<file path="config.mk">
export PLATFORM = sky130hd
export DESIGN_NAME = multibyte_character_assembler
export DESIGN_NICKNAME = d
export VERILOG_FILES = /design/src/mca_pkg.sv /design/src/multibyte_character_assembler.sv /design/src/mca_front.sv /design/src/mca_back.sv
export VERILOG_INCLUDE_DIRS = /design/src /design/src/src
export SDC_FILE = /design/constraint.sdc
export NUM_CORES = 1
export LEC_CHECK = 0
export BUFFER_PORTS_ARGS = -buffer_cell sky130_fd_sc_hd__buf_2
export CAP_MARGIN = 20
export CORE_UTILIZATION = 40
export CTS_BUF_LIST = sky130_fd_sc_hd__clkbuf_4
export DETAILED_ROUTE_END_ITERATION = 7
export GPL_TIMING_DRIVEN = 0
export REMOVE_ABC_BUFFERS = 1
export SLEW_MARGIN = 25
export SYNTH_ARGS = -nofsm -noshare
export SYNTH_HDL_FRONTEND = slang
export SYNTH_SLANG_ARGS = --single-unit
export TNS_END_PERCENT = 100
</file>
<file path="constraint.sdc">
create_clock -name i_clk -period 5 [get_ports i_clk]
set_input_delay 0.25 -clock i_clk [delete_from_list [all_inputs] [get_ports i_clk]]
set_output_delay 0.25 -clock i_clk [all_outputs]
set_load 0.005 [all_outputs]
</file>
<file path="src/multibyte_character_assembler_assert.svh">
`ifndef MULTIBYTE_CHARACTER_ASSEMBLER_ASSERT_SVH
`define MULTIBYTE_CHARACTER_ASSEMBLER_ASSERT_SVH

// Checks a property on every clock edge outside of reset.
`define MCA_ASSERT(label, prop, msg) \
    label: assert property (@(posedge i_clk) disable iff (!i_rst_n) (prop)) \
        else $error(msg);

// Checks that a condition implies another one on the following edge.
`define MCA_ASSERT_NEXT(label, cond, prop, msg) \
    label: assert property (@(posedge i_clk) disable iff (!i_rst_n) \
        (cond) |=> (prop)) else $error(msg);

`endif

</file>
<file path="src/mca_pkg.sv">
package mca_pkg;

    typedef logic [1:0] t_enc;
    typedef logic [2:0] t_cls;

    localparam t_enc ENC_SJIS  = 2'd0;
    localparam t_enc ENC_UTF8  = 2'd1;
    localparam t_enc ENC_UTF16 = 2'd2;
    localparam t_enc ENC_BYTE  = 2'd3;

    localparam t_cls CLS_NUL    = 3'd0;
    localparam t_cls CLS_SINGLE = 3'd1;
    localparam t_cls CLS_BAD    = 3'd2;
    localparam t_cls CLS_LEAD1  = 3'd3;
    localparam t_cls CLS_LEAD2  = 3'd4;
    localparam t_cls CLS_LEAD3  = 3'd5;

    localparam logic [7:0] BIT7_MASK   = 8'h80;
    localparam logic [7:0] LEAD2_MASK  = 8'he0;
    localparam logic [7:0] LEAD2_CODE  = 8'hc0;
    localparam logic [7:0] LEAD3_MASK  = 8'hf0;
    localparam logic [7:0] LEAD3_CODE  = 8'he0;
    localparam logic [7:0] LEAD4_MASK  = 8'hf8;
    localparam logic [7:0] LEAD4_CODE  = 8'hf0;
    localparam logic [7:0] REPLACE_CHR = 8'h3f;

    localparam int QDEPTH = 2;
    localparam int QAW    = $clog2(QDEPTH);
    localparam int QCW    = $clog2(QDEPTH + 1);

    typedef struct packed {
        logic [7:0] data;
        t_cls       cls;
    } t_item;

    typedef struct packed {
        logic [31:0] char_code;
        logic [2:0]  code_bytes;
        logic        malformed;
        logic        truncated;
        logic        end_of_text;
    } t_result;

endpackage

</file>
<file path="src/multibyte_character_assembler.sv">
// A byte that completes a character is registered into the classifier queue, then passes through
// the assembler into the result queue, which drives the result ports.
// Throughput: one byte per cycle while the result queue has room; two-entry queues on either
// side of the assembler let the input and result sides stall independently.
// Reset (synchronous, active low): encoding returns to UTF-8, the partial character is dropped and
// both queues are emptied.
module multibyte_character_assembler (
    input  logic                 i_clk,
    input  logic                 i_rst_n,
    input  logic                 push,
    output logic                 full,
    input  logic [7:0]           i_data_byte,
    input  logic                 i_cfg_valid,
    output logic                 o_cfg_ready,
    input  mca_pkg::t_enc        i_cfg_encoding,
    output logic                 empty,
    input  logic                 pop,
    output logic [31:0]          o_char_code,
    output logic [2:0]           o_code_bytes,
    output logic                 o_malformed,
    output logic                 o_truncated,
    output logic                 o_end_of_text
);
    import mca_pkg::*;

    logic    cfg_wr;
    t_enc    encoding;
    logic    item_valid;
    t_item   item;
    logic    item_take;
    t_result result;

    assign o_cfg_ready = 1'b1;
    assign cfg_wr      = i_cfg_valid && o_cfg_ready;

    mca_front u_front (
        .i_clk          (i_clk),
        .i_rst_n        (i_rst_n),
        .push           (push),
        .full           (full),
        .i_data_byte    (i_data_byte),
        .i_cfg_wr       (cfg_wr),
        .i_cfg_encoding (i_cfg_encoding),
        .o_encoding     (encoding),
        .o_item_valid   (item_valid),
        .o_item         (item),
        .i_item_take    (item_take)
    );

    mca_back u_back (
        .i_clk        (i_clk),
        .i_rst_n      (i_rst_n),
        .i_cfg_wr     (cfg_wr),
        .i_encoding   (encoding),
        .i_item_valid (item_valid),
        .i_item       (item),
        .o_item_take  (item_take),
        .empty        (empty),
        .pop          (pop),
        .o_result     (result)
    );

    assign o_char_code   = result.char_code;
    assign o_code_bytes  = result.code_bytes;
    assign o_malformed   = result.malformed;
    assign o_truncated   = result.truncated;
    assign o_end_of_text = result.end_of_text;

endmodule

</file>
<file path="src/mca_front.sv">
module mca_front (
    input  logic          i_clk,
    input  logic          i_rst_n,
    input  logic          push,
    output logic          full,
    input  logic [7:0]    i_data_byte,
    input  logic          i_cfg_wr,
    input  mca_pkg::t_enc i_cfg_encoding,
    output mca_pkg::t_enc o_encoding,
    output logic          o_item_valid,
    output mca_pkg::t_item o_item,
    input  logic          i_item_take
);
    import mca_pkg::*;

    t_enc           r_encoding;
    t_item          r_queue [QDEPTH];
    logic [QAW-1:0] r_wptr;
    logic [QAW-1:0] r_rptr;
    logic [QCW-1:0] r_cnt;
    logic [QCW-1:0] n_cnt;
    t_cls           cls;
    logic           do_push;
    logic           do_pop;

    always_comb begin
        if (i_data_byte == 8'd0) begin
            cls = CLS_NUL;
        end else begin
            unique case (r_encoding)
                ENC_SJIS: begin
                    cls = ((i_data_byte & BIT7_MASK) != 8'd0) ? CLS_LEAD1 : CLS_SINGLE;
                end
                ENC_UTF8: begin
                    if ((i_data_byte & BIT7_MASK) == 8'd0) begin
                        cls = CLS_SINGLE;
                    end else if ((i_data_byte & LEAD2_MASK) == LEAD2_CODE) begin
                        cls = CLS_LEAD1;
                    end else if ((i_data_byte & LEAD3_MASK) == LEAD3_CODE) begin
                        cls = CLS_LEAD2;
                    end else if ((i_data_byte & LEAD4_MASK) == LEAD4_CODE) begin
                        cls = CLS_LEAD3;
                    end else begin
                        cls = CLS_BAD;
                    end
                end
                ENC_UTF16: cls = CLS_LEAD1;
                default:   cls = CLS_SINGLE;
            endcase
        end
    end

    assign full         = (r_cnt == QCW'(QDEPTH));
    assign do_push      = push && !full;
    assign o_item_valid = (r_cnt != '0);
    assign do_pop       = i_item_take && o_item_valid;
    assign o_item       = r_queue[r_rptr];
    assign o_encoding   = r_encoding;

    always_comb begin
        n_cnt = r_cnt;
        if (do_push && !do_pop) begin
            n_cnt = r_cnt + QCW'(1);
        end else if (do_pop && !do_push) begin
            n_cnt = r_cnt - QCW'(1);
        end
    end

    always_ff @(posedge i_clk) begin
        if (!i_rst_n) begin
            r_encoding <= ENC_UTF8;
            r_wptr     <= '0;
            r_rptr     <= '0;
            r_cnt      <= '0;
        end else begin
            if (i_cfg_wr) begin
                r_encoding <= i_cfg_encoding;
            end
            if (do_push) begin
                r_wptr <= r_wptr + QAW'(1);
            end
            if (do_pop) begin
                r_rptr <= r_rptr + QAW'(1);
            end
            r_cnt <= n_cnt;
        end
    end

    always_ff @(posedge i_clk) begin
        if (do_push) begin
            r_queue[r_wptr] <= '{data: i_data_byte, cls: cls};
        end
    end

endmodule

</file>
<file path="src/mca_back.sv">
`include "multibyte_character_assembler_assert.svh"

module mca_back (
    input  logic           i_clk,
    input  logic           i_rst_n,
    input  logic           i_cfg_wr,
    input  mca_pkg::t_enc  i_encoding,
    input  logic           i_item_valid,
    input  mca_pkg::t_item i_item,
    output logic           o_item_take,
    output logic           empty,
    input  logic           pop,
    output mca_pkg::t_result o_result
);
    import mca_pkg::*;

    logic [23:0]    r_partial;
    logic [1:0]     r_left;
    logic [2:0]     r_taken;
    logic [23:0]    n_partial;
    logic [1:0]     n_left;
    logic [2:0]     n_taken;
    t_result        r_oq [QDEPTH];
    logic [QAW-1:0] r_owptr;
    logic [QAW-1:0] r_orptr;
    logic [QCW-1:0] r_ocnt;
    logic [QCW-1:0] n_ocnt;
    logic           take;
    logic           emit;
    t_result        res;
    logic           do_pop;
    logic [31:0]    shifted;

    assign o_item_take = i_item_valid && (r_ocnt != QCW'(QDEPTH));
    assign take        = o_item_take;
    assign shifted     = {r_partial, i_item.data};

    always_comb begin
        n_partial = r_partial;
        n_left    = r_left;
        n_taken   = r_taken;
        emit      = 1'b0;
        res       = '0;
        if (r_left != 2'd0) begin
            if (i_encoding == ENC_UTF16) begin
                emit           = 1'b1;
                res.char_code  = {16'd0, i_item.data, r_partial[7:0]};
                res.code_bytes = 3'd2;
                n_partial      = '0;
                n_left         = '0;
                n_taken        = '0;
            end else if (i_item.cls == CLS_NUL) begin
                emit            = 1'b1;
                res.char_code   = {8'd0, r_partial};
                res.code_bytes  = r_taken;
                res.truncated   = 1'b1;
                res.end_of_text = 1'b1;
                n_partial       = '0;
                n_left          = '0;
                n_taken         = '0;
            end else if (r_left == 2'd1) begin
                emit           = 1'b1;
                res.char_code  = shifted;
                res.code_bytes = r_taken + 3'd1;
                n_partial      = '0;
                n_left         = '0;
                n_taken        = '0;
            end else begin
                n_partial = shifted[23:0];
                n_left    = r_left - 2'd1;
                n_taken   = r_taken + 3'd1;
            end
        end else begin
            unique case (i_item.cls)
                CLS_NUL: begin
                    emit            = 1'b1;
                    res.end_of_text = 1'b1;
                end
                CLS_SINGLE: begin
                    emit           = 1'b1;
                    res.char_code  = {24'd0, i_item.data};
                    res.code_bytes = 3'd1;
                end
                CLS_BAD: begin
                    emit           = 1'b1;
                    res.char_code  = {24'd0, REPLACE_CHR};
                    res.code_bytes = 3'd1;
                    res.malformed  = 1'b1;
                end
                CLS_LEAD1, CLS_LEAD2, CLS_LEAD3: begin
                    n_partial = {16'd0, i_item.data};
                    n_taken   = 3'd1;
                    n_left    = (i_item.cls == CLS_LEAD1) ? 2'd1 :
                                (i_item.cls == CLS_LEAD2) ? 2'd2 : 2'd3;
                end
                default: begin
                    emit = 1'b0;
                end
            endcase
        end
    end

    assign empty    = (r_ocnt == '0);
    assign do_pop   = pop && !empty;
    assign o_result = r_oq[r_orptr];

    always_comb begin
        n_ocnt = r_ocnt;
        if (take && emit && !do_pop) begin
            n_ocnt = r_ocnt + QCW'(1);
        end else if (do_pop && !(take && emit)) begin
            n_ocnt = r_ocnt - QCW'(1);
        end
    end

    always_ff @(posedge i_clk) begin
        if (!i_rst_n) begin
            r_partial <= '0;
            r_left    <= '0;
            r_taken   <= '0;
            r_owptr   <= '0;
            r_orptr   <= '0;
            r_ocnt    <= '0;
        end else begin
            if (i_cfg_wr) begin
                r_partial <= '0;
                r_left    <= '0;
                r_taken   <= '0;
            end else if (take) begin
                r_partial <= n_partial;
                r_left    <= n_left;
                r_taken   <= n_taken;
            end
            if (take && emit) begin
                r_owptr <= r_owptr + QAW'(1);
            end
            if (do_pop) begin
                r_orptr <= r_orptr + QAW'(1);
            end
            r_ocnt <= n_ocnt;
        end
    end

    always_ff @(posedge i_clk) begin
        if (take && emit) begin
            r_oq[r_owptr] <= res;
        end
    end

    `MCA_ASSERT(a_ocnt_bound, r_ocnt <= QCW'(QDEPTH), "result queue overflow")
    `MCA_ASSERT(a_seq_len, (r_left == 2'd0) || ((r_taken != 3'd0) && ({1'b0, r_taken} + {2'd0, r_left} <= 4'd4)), "partial character length out of range")
    `MCA_ASSERT_NEXT(a_idle_after_emit, take && emit && !i_cfg_wr, r_left == 2'd0, "state not idle after a word was produced")

endmodule

</file>
==> run summary, run 1 <==
outcome - complete, no violations
Initial Util - 0.416
ANT cells - 0
FFs w/ async S/R, synth - 0
reg-to-reg critical path endpoint - u_back.r_oq[1][31]$_DFFE_PP_
post-route setup TNS - 0 ns
post-cts resize count - 0
Post-Syn Instances - 487
Mean Syn Cell Area - 12.6 µm²
Die Wd - 126 µm
fin nets - 572
root buffer cell - clkbuf_4
routed vias - 4,025
share of the synthesized area in the top cell type - 0.480
insertion delay to the later sink of the worst-skew pair - 0.56 ns
Global Route Usage Sum - 0.167
startpoint type of the worst setup path - flip-flop
pin count of the biggest net entering global routing - 27
Final Hold Vio Count - 0
reg2reg setup slack - 1.72 ns
Clock Pin Slew Worst Setup and Hold Paths - 0.11 ns
DRC viols - 0
Crit path buffers/inverters - 1
Syn Std Cell Area - 6130 µm²
critical path arrival - 3.55 ns
FF-to-FF path depth - 6
CP Capture Type - flip-flop
cell taking the most area after synthesis - edfxtp_1
total gr overflow - 0
crit path to - u_back.r_oq[1][31]$_DFFE_PP_
CTS sink cnt - 139
top cells by area, synth - edfxtp_1 (48%), dfxtp_1 (13%), mux2_2 (8.4%)
Yosys reg bits - 139
Power Density - 478 nW/µm²
CTS tree - built
WP data required - 5.26 ns
dpl cells - 704
number of global-route vias before repair - 3,956
sequential cell area - 3760 µm²
antenna violations before repair - 0
Least-Margin Pin Slew - 0.874 ns
FP Rows - 44
critical path depth - 6
Post-synth EDFFs - 98
first drt pass iteration count - 4
post-synthesis sequential area ratio - 0.614
ys flop type - edfxtp_1
static leakage - 2.58 nW
die area - 15,800 µm²
Slew Viols, Final - 0
routed vias/inst - 5.37
maximum VDD drop - 0.274 mV
final setup fails - 0
Yosys warnings - 0
RSZ-0062 raised after global routing - no
Final ANT Viol Nets - 0
CP top delay family - simple AND/OR/NAND/NOR gates
GP Congestion - 0.796
wire length of the first global-routing pass - 20,200 µm
final wirelength - 12,400 µm
Core Area - 14,800 µm²
Layout Skew - 0.0169 ns
slowest CP cell - dfxtp_1
Slew HR - 0.416
Setup CP Type - reg -> reg
Synth-to-Final Area Change - 16.5%
wire length per cell - 16.6 µm
Tmin final - 3.28 ns
H-Tree Depth - 4
share of layout cells above drive strength 1 - 0.290
Die Y - 126 µm
Final Core Density - 0.484
worst hold path type - in -> reg
Initial DRC Count - 230
fin crit share - 0.657
multi-input logic area - 2270 µm²
Distinct cells, synth - 57
total CTS buffers - 17
max_cap viols - 0
post-DP HPWL - 8390 µm
Achievable Freq - 305 MHz
CP Cell Sequence - nor4b_4 > or2_1 > nor2_2 > or3_4 > nor2_4 > buf_16
CP max FO - 22
most frequent cells in the layout - edfxtp_1 (98), buf_2 (54), nand2_1 (51)
Clock Tree Buf Depth - 2
Crit path largest cell delay - 0.87 ns
io pins - 56
fill cell count - 1,303
final std cells w/o fill - 749
PortBufs - 54
commonest non-fill, non-tap cell in the layout - edfxtp_1
-- tightest hold or removal path, cell delays in order --
cell,delay (ns)
buf_2,0.14
mux2i_1,0.09
nor2b_1,0.11
-- flip-flops by register name (all words and copies together) (netlist names), named ones only --
name,count
u_front.r_queue,22
u_front.o_encoding,2
u_back.r_orptr,1
u_back.r_oq,76
u_back.r_ocnt,2
u_front.r_rptr,1
u_front.r_wptr,1
u_back.r_owptr,1
u_back.r_left,2
u_back.r_taken,3
u_front.r_cnt,2
u_back.r_partial,24
-- kinds of logic after synthesis --
kind of cell / Yosys count / synth area share
simple gates: 149 / 0.132
flops: 139 / 0.614
compound gates: 84 / 0.0942
mux: 63 / 0.112
buf+inv: 39 / 0.0269
xor+xnor: 7 / 0.0100
fa+ha+maj: 5 / 0.0102
other cells: 1 / 0.000611
-- cells in the mapped netlist (all sizes together) (2+ instances only) --
cell	instances
a21oi	17
or2	2
mux2i	17
a22oi	5
nor4	11
and3	9
a22o	11
dfxtp	41
xnor2	5
mux2	46
o31ai	3
nand3	11
o21a	2
nand4b	2
o21ai	14
xor2	2
nand2	51
and2	16
a31o	8
nor2b	8
inv	11
edfxtp	98
a31oi	4
nand3b	3
nand2b	3
o22ai	8
ha	5
nor2	15
o32ai	2
or3	4
nor3	6
buf	9
or4	4
a21boi	2
clkbuf	19
-- stage by stage --
step	hold slack, ns	instance area [µm²]	setup slack, ns	total power, W
3_5_place_dp	0.456	6700	1.70	0.00267
3_3_place_gp	0.451	6510	-0.172	0.00258
4_1_cts	0.0530	7130	1.68	0.00345
2_1_floorplan	0.312	6010	1.15	0.00224
6_report	0.0691	7150	1.72	0.00342
5_1_grt	0.0569	7150	1.50	0.00362
-- what timing repair did --
item	4_1_cts	5_1_grt
setup buffers	0	0
endpoints found under the hold margin	19	0
hold buffers	13	0
setup endpoints to repair	0	0
-- how the worst min path moves through the flow --
stage	from	endpoint	depth (start not counted)
final	i_cfg_valid	u_front.o_encoding[1]$_SDFFE_PN0P_	3
after global placement	i_data_byte[2]	u_front.r_queue[0][5]$_DFFE_PP_	1
after CTS	i_cfg_valid	u_front.o_encoding[1]$_SDFFE_PN0P_	3
after floorplan	i_rst_n	u_front.o_encoding[0]$_SDFFE_PN1P_	1
after detailed placement	i_data_byte[2]	u_front.r_queue[0][5]$_DFFE_PP_	1
after global routing	i_cfg_valid	u_front.o_encoding[1]$_SDFFE_PN0P_	3
-- area by class of cell --
type	instances	area share
clock buffers	18	0.0189
clock inverters	14	0.0236
inverters	11	0.00578
multi-input cells	309	0.317
flip-flops and latches	139	0.527
well taps	184	0.0322
repair buffers	74	0.0751
-- report_power, final --
part | leakage [nW] | switching, W | internal, W | total [W]
logic | 1.16 | 0.000584 | 0.000486 | 0.00107
registers | 1.26 | 0.000109 | 0.00146 | 0.00157
clock network | 0.155 | 0.000422 | 0.000353 | 0.000776
-- layer usage --
layer / up-vias / wire length [µm] / GRT usage
met3: 15 / 564 / 0.0455
met4: 0 / 221 / 0.0751
li1: 1962 / - / -
met1: 1937 / 5770 / 0.213
met5: - / 0 / 0
met2: 111 / 5880 / 0.265
Power figures use the tool's default switching activity.
==> run 2, diff against run 1 <==
Clock period 5 ns to 2.9 ns, I/O delays scaled along.
==> run summary, run 2 (synthesized netlist as in run 1, its figures left out) <==
setup ws final - 0.145 ns (was 1.72 ns)
fin nets - 581 (was 572)
die area - 15,800 µm² (unchanged)
routed vias/inst - 5.33 (was 5.37)
RR Startpoint - u_back.r_left[1]$_SDFFE_PP0P_
Least-Margin Pin Slew - 0.974 ns (was 0.874 ns)
Global Route Usage Sum - 0.169 (was 0.167)
WP data required - 3.38 ns (was 5.26 ns)
Final Hold Vio Count - 0 (unchanged)
Clock Pin Slew Worst Setup and Hold Paths - 0.12 ns (was 0.11 ns)
CTS sink cnt - 139 (unchanged)
final wirelength - 12,700 µm (was 12,400 µm)
Clock Power Share - 0.225 (was 0.227)
worst hold path type - in -> reg (unchanged)
number of global-route vias before repair - 4,036 (was 3,956)
Core Area - 14,800 µm² (unchanged)
most frequent cells in the layout - edfxtp_1 (98), buf_2 (54), nand2_1 (51) (unchanged)
critical path arrival - 3.23 ns (was 3.55 ns)
Final ANT Viol Nets - 0 (unchanged)
Layout Skew - 0.0170 ns (was 0.0169 ns)
insertion delay to the later sink of the worst-skew pair - 0.56 ns (about the same)
Achievable Freq - 363 MHz (was 305 MHz)
root buffer cell - clkbuf_4 (unchanged)
first drt pass iteration count - 5 (was 4)
Most flops, register - u_back.r_oq (unchanged)
Initial DRC Count - 275 (was 230)
commonest non-fill, non-tap cell in the layout - edfxtp_1 (unchanged)
total CTS buffers - 17 (unchanged)
Seq pwr share - 0.456 (was 0.460)
RSZ-0062 raised after global routing - no (unchanged)
maximum VDD drop - 0.472 mV (was 0.274 mV)
pre-CTS setup slack - -0.401 ns (was 1.70 ns)
CP max FO - 16 (was 22)
post-route setup TNS - 0 ns (unchanged)
fill cell count - 1,282 (was 1,303)
FP Rows - 44 (unchanged)
fin crit share - 0.950 (was 0.657)
switching portion of total power - 0.325 (was 0.326)
DRC viols - 0 (unchanged)
multi-input logic area - 2270 µm² (about the same)
max_cap viols - 0 (unchanged)
Synth-to-Final Area Change - 18.3% (was 16.5%)
Slew HR - 0.348 (was 0.416)
Largest register FFs - 76 (unchanged)
pin count of the biggest net entering global routing - 27 (unchanged)
wire length of the first global-routing pass - 20,500 µm (was 20,200 µm)
hold path depth - 4 (was 3)
sequential cell area - 3770 µm² (was 3760 µm²)
outcome - complete, no violations (unchanged)
Int Pwr - 0.00402 W (was 0.00230 W)
reg-to-reg critical path endpoint - u_back.r_ocnt[1]$_SDFFE_PN0P_ (was u_back.r_oq[1][31]$_DFFE_PP_)
H-Tree Depth - 4 (unchanged)
io pins - 56 (unchanged)
Top Registers - u_back.r_oq: 76 flops, u_back.r_partial: 24 flops, u_front.r_queue: 22 flops (unchanged)
Clock Tree Buf Depth - 2 (unchanged)
HP Start - pop (was i_cfg_valid)
Final Core Density - 0.492 (was 0.484)
post-DP HPWL - 8390 µm (unchanged)
GP Congestion - 0.796 (unchanged)
routed vias - 4,042 (was 4,025)
ANT cells - 0 (unchanged)
Die Wd - 126 µm (unchanged)
wire length per cell - 16.8 µm (was 16.6 µm)
P_sw - 0.00194 W (was 0.00111 W)
final setup fails - 0 (unchanged)
antenna violations before repair - 0 (unchanged)
CP Capture Type - flip-flop (unchanged)
CTS tree - built (unchanged)
reg2reg setup slack - 0.15 ns (was 1.72 ns)
startpoint type of the worst setup path - flip-flop (unchanged)
Slew Viols, Final - 0 (unchanged)
Power Density - 821 nW/µm² (was 478 nW/µm²)
Initial Util - 0.416 (unchanged)
total gr overflow - 0 (unchanged)
share of layout cells above drive strength 1 - 0.296 (was 0.290)
FF-to-FF path depth - 9 (was 6)
combinational share of power - 0.319 (was 0.313)
Tmin final - 2.75 ns (was 3.28 ns)
Setup CP Type - reg -> reg (unchanged)
PortBufs - 54 (unchanged)
Die Y - 126 µm (unchanged)
static leakage - 2.63 nW (was 2.58 nW)
-- run 2: timing repair --
item / CTS / global route
gates resized for setup: 3 / 2
pin swaps: 2 / 2
endpoints found under the hold margin: 34 / 0
endpoints found under the setup margin: 78 / 29
hold buffers: 17 / 0
setup buffers: 2 / 3
-- run 2: area by class of cell --
class                   count  share of cell area
repair buffers             83              0.0881
inverters                  11             0.00569
multi-input cells         309               0.313
flip-flops and latches    139               0.519
clock inverters            14              0.0233
well taps                 184              0.0317
clock buffers              18              0.0186
-- run 2: worst max-delay path, stage by stage, from the launching register on --
cell	delay [ns]
dfxtp_1	0.36
inv_1	0.06
ha_1	0.34
or3_1	0.49
nor2_4	0.30
or3_4	0.23
inv_2	0.05
ha_1	0.32
or3_1	0.38
a21boi_0	0.15
-- run 2: metrics by stage --
stage               instance area, µm²  total power (W)  hold WS (ns)  cells
global placement                  6510          0.00445         0.346    697
finish                            7260          0.00596        0.0764    758
detailed placement                6700          0.00460         0.351    704
CTS                               7220          0.00599        0.0469    755
global route                      7260          0.00629        0.0785    758
floorplan                         6010          0.00387         0.207    459
-- run 2: worst max-delay path by stage --
stage                                       start                             to  cells past startpoint
global placement                        flip-flop   u_back.r_oq[1][35]$_DFFE_PP_                      5
global route        u_back.r_left[1]$_SDFFE_PP0P_  u_back.r_ocnt[1]$_SDFFE_PN0P_                      9
finish              u_back.r_left[1]$_SDFFE_PP0P_  u_back.r_ocnt[1]$_SDFFE_PN0P_                      9
floorplan                               flip-flop    u_back.r_oq[0][0]$_DFFE_PP_                      5
detailed placement                      flip-flop   u_back.r_oq[1][35]$_DFFE_PP_                      6
CTS                                     flip-flop  u_back.r_ocnt[1]$_SDFFE_PN0P_                      8
-- run 2: per-layer routing --
metal | GRT usage | vias to the layer above | wire length [µm] | part of all wire
met5 | 0 | - | 0 | 0
met4 | 0.0801 | 0 | 257 | 0.020
met3 | 0.0480 | 18 | 632 | 0.050
met2 | 0.272 | 110 | 6110 | 0.48
met1 | 0.210 | 1933 | 5700 | 0.45
li1 | - | 1981 | - | -
-- run 2: power by group through the flow --
| stage | sequential (W) | clock (W) | combinational [W] |
|---|---|---|---|
| global route | 0.00276 | 0.00145 | 0.00209 |
| global placement | 0.00279 | 0 | 0.00166 |
| finish | 0.00271 | 0.00134 | 0.00190 |
| CTS | 0.00272 | 0.00137 | 0.00191 |
| floorplan | 0.00273 | 0 | 0.00114 |
| detailed placement | 0.00276 | 0 | 0.00184 |
==> run 3, diff against run 2 <==
Clock period 2.9 ns to 2.3 ns, I/O delays scaled along.
==> run summary, run 3 (synthesized netlist as in run 1, its figures left out) <==
Initial Util - 0.416 (unchanged)
final setup fails - 0 (unchanged)
insertion delay to the later sink of the worst-skew pair - 0.55 ns (was 0.56 ns)
CTS sink cnt - 139 (unchanged)
CP Cell Sequence - nor4b_4 > or2_4 > nor2_4 > or3_4 > inv_4 > ha_4 > or3_1 > a21boi_1 (was inv_1 > ha_1 > or3_1 > nor2_4 > or3_4 > inv_2 > ha_1 > or3_1 > a21boi_0)
switching portion of total power - 0.326 (was 0.325)
final wirelength - 13,200 µm (was 12,700 µm)
share of layout cells above drive strength 1 - 0.339 (was 0.296)
Clock Pin Slew Worst Setup and Hold Paths - 0.12 ns (about the same)
die area - 15,800 µm² (unchanged)
static leakage - 2.73 nW (was 2.63 nW)
worst hold path type - in -> reg (unchanged)
Int Pwr - 0.00522 W (was 0.00402 W)
pin count of the biggest net entering global routing - 27 (unchanged)
total gr overflow - 0 (unchanged)
fin crit share - 0.961 (was 0.950)
total CTS buffers - 17 (unchanged)
Die Y - 126 µm (unchanged)
routed vias - 4,189 (was 4,042)
commonest non-fill, non-tap cell in the layout - edfxtp_1 (unchanged)
Initial DRC Count - 266 (was 275)
post-DP HPWL - 8390 µm (unchanged)
WP data required - 2.78 ns (was 3.38 ns)
CP Capture Type - flip-flop (unchanged)
P_sw - 0.00253 W (was 0.00194 W)
antenna violations before repair - 0 (unchanged)
number of global-route vias before repair - 4,191 (was 4,036)
combinational share of power - 0.343 (was 0.319)
Synth-to-Final Area Change - 22.3% (was 18.3%)
root buffer cell - clkbuf_4 (unchanged)
wire length of the first global-routing pass - 21,300 µm (was 20,500 µm)
first drt pass iteration count - 5 (unchanged)
DRC viols - 0 (unchanged)
sequential cell area - 3770 µm² (about the same)
wire length per cell - 17.0 µm (was 16.8 µm)
startpoint type of the worst setup path - flip-flop (unchanged)
Top Registers - u_back.r_oq: 76 flops, u_back.r_partial: 24 flops, u_front.r_queue: 22 flops (unchanged)
ANT cells - 0 (unchanged)
CP top delay family - simple AND/OR/NAND/NOR gates (unchanged)
hold path depth - 4 (unchanged)
Crit path buffers/inverters - 1 (was 2)
Least-Margin Pin Slew - 0.975 ns (was 0.974 ns)
PortBufs - 54 (unchanged)
multi-input logic area - 2350 µm² (was 2270 µm²)
critical path arrival - 2.69 ns (was 3.23 ns)
FP Rows - 44 (unchanged)
dpl cells - 704 (unchanged)
fin nets - 602 (was 581)
maximum VDD drop - 0.587 mV (was 0.472 mV)
Layout Skew - 0.0147 ns (was 0.0170 ns)
Seq pwr share - 0.439 (was 0.456)
Most flops, register - u_back.r_oq (unchanged)
slowest CP cell - edfxtp_1 (was or3_1)
fill cell count - 1,269 (was 1,282)
Setup CP Type - reg -> reg (unchanged)
Clock Power Share - 0.218 (was 0.225)
Achievable Freq - 452 MHz (was 363 MHz)
io pins - 56 (unchanged)
max_cap viols - 0 (unchanged)
Clock Tree Buf Depth - 2 (unchanged)
Core Area - 14,800 µm² (unchanged)
Die Wd - 126 µm (unchanged)
Power Density - 1030 nW/µm² (was 821 nW/µm²)
RSZ-0062 raised after global routing - yes (was no)
H-Tree Depth - 4 (unchanged)
Final Hold Vio Count - 0 (unchanged)
Crit path largest cell delay - 0.44 ns (was 0.49 ns)
outcome - complete, no violations (unchanged)
Tmin final - 2.21 ns (was 2.75 ns)
CTS tree - built (unchanged)
CP max FO - 3 (was 16)
FF-to-FF path depth - 8 (was 9)
Largest register FFs - 76 (unchanged)
GP Congestion - 0.796 (unchanged)
Pwr Total - 0.00774 W (was 0.00596 W)
routed vias/inst - 5.38 (was 5.33)
Slew HR - 0.348 (about the same)
Slew Viols, Final - 0 (unchanged)
Final ANT Viol Nets - 0 (unchanged)
critical path depth - 8 (was 9)
final std cells w/o fill - 779 (was 758)
most frequent cells in the layout - edfxtp_1 (98), buf_2 (54), nand2_1 (50) (was edfxtp_1 (98), buf_2 (54), nand2_1 (51))
Global Route Usage Sum - 0.176 (was 0.169)
run 3: cell types whose count changed in the layout (fill, tap and decap cells not counted), moves of 2 or more:
cell     before  now
dfxtp_2       1    3
buf_4         5   24
dfxtp_1      39   37
ha_4          0    3
or2_4         0    2
ha_1          4    2
run 3: routing by layer:
layer,global-route usage,vias to the layer above,routed length (µm)
li1,-,2021,-
met1,0.216,2020,5870
met2,0.292,127,6430
met3,0.0493,21,666
met4,0.0716,0,241
met5,0,-,0
run 3: power by group through the flow:
| stage | Clock, W | Combinational, W | Sequential, W |
|---|---|---|---|
| 2_1_floorplan | 0 | 0.00144 | 0.00344 |
| 3_3_place_gp | 0 | 0.00210 | 0.00352 |
| 3_5_place_dp | 0 | 0.00232 | 0.00348 |
| 4_1_cts | 0.00173 | 0.00260 | 0.00340 |
| 5_1_grt | 0.00183 | 0.00291 | 0.00345 |
| 6_report | 0.00169 | 0.00266 | 0.00340 |
run 3: final timing paths:
| kind | from | endpoint | slack (ns) |
|---|---|---|---|
| max | u_front.r_queue[1][0]$_DFFE_PP_ | u_back.r_ocnt[1]$_SDFFE_PN0P_ | 0.09 |
| min | pop | flip-flop | 0.12 |
| max reg2reg | u_front.r_queue[1][0]$_DFFE_PP_ | u_back.r_ocnt[1]$_SDFFE_PN0P_ | 0.09 |
| min reg2reg | u_back.r_partial[19]$_SDFFE_PP0P_ | u_back.r_partial[19]$_SDFFE_PP0P_ | 0.48 |
run 3: cell type report:
type | count | share of cell area
Timing Repair Buffer | 104 | 0.106
Tap cell | 184 | 0.0307
Inverter | 11 | 0.00634
Clock buffer | 18 | 0.0180
Clock inverter | 14 | 0.0225
Multi-Input combinational cell | 309 | 0.313
Sequential cell | 139 | 0.503
run 3: worst reg2reg max path, cell delays in order (launching register included):
cell and delay (ns):
edfxtp_1 0.44, nor4b_4 0.32, or2_4 0.19, nor2_4 0.05, or3_4 0.35, inv_4 0.08, ha_4 0.20, or3_1 0.37
a21boi_1 0.14
run 3: timing repair:
item	4_1_cts	5_1_grt
pin swaps	9	5
resized for setup	15	11
hold endpoints to repair	39	0
hold buffers	17	0
cloned	0	0
setup buffers	21	5
endpoints found under the setup margin	162	59
run 3: through the flow:
stage	setup WS (ns)	setup TNS (ns)	utilization	instance area [µm²]	hold slack (ns)
after CTS	0.000815	0	0.503	7420	0.0169
after detailed placement	-1.00	-96.38	0.454	6700	0.321
after global routing	-0.0146	-0.0146	0.508	7500	0.135
after floorplan	-1.55	-124.40	-	6010	0.177
after global placement	-2.87	-306.12	0.441	6510	0.316
final	0.0897	0	0.508	7500	0.117
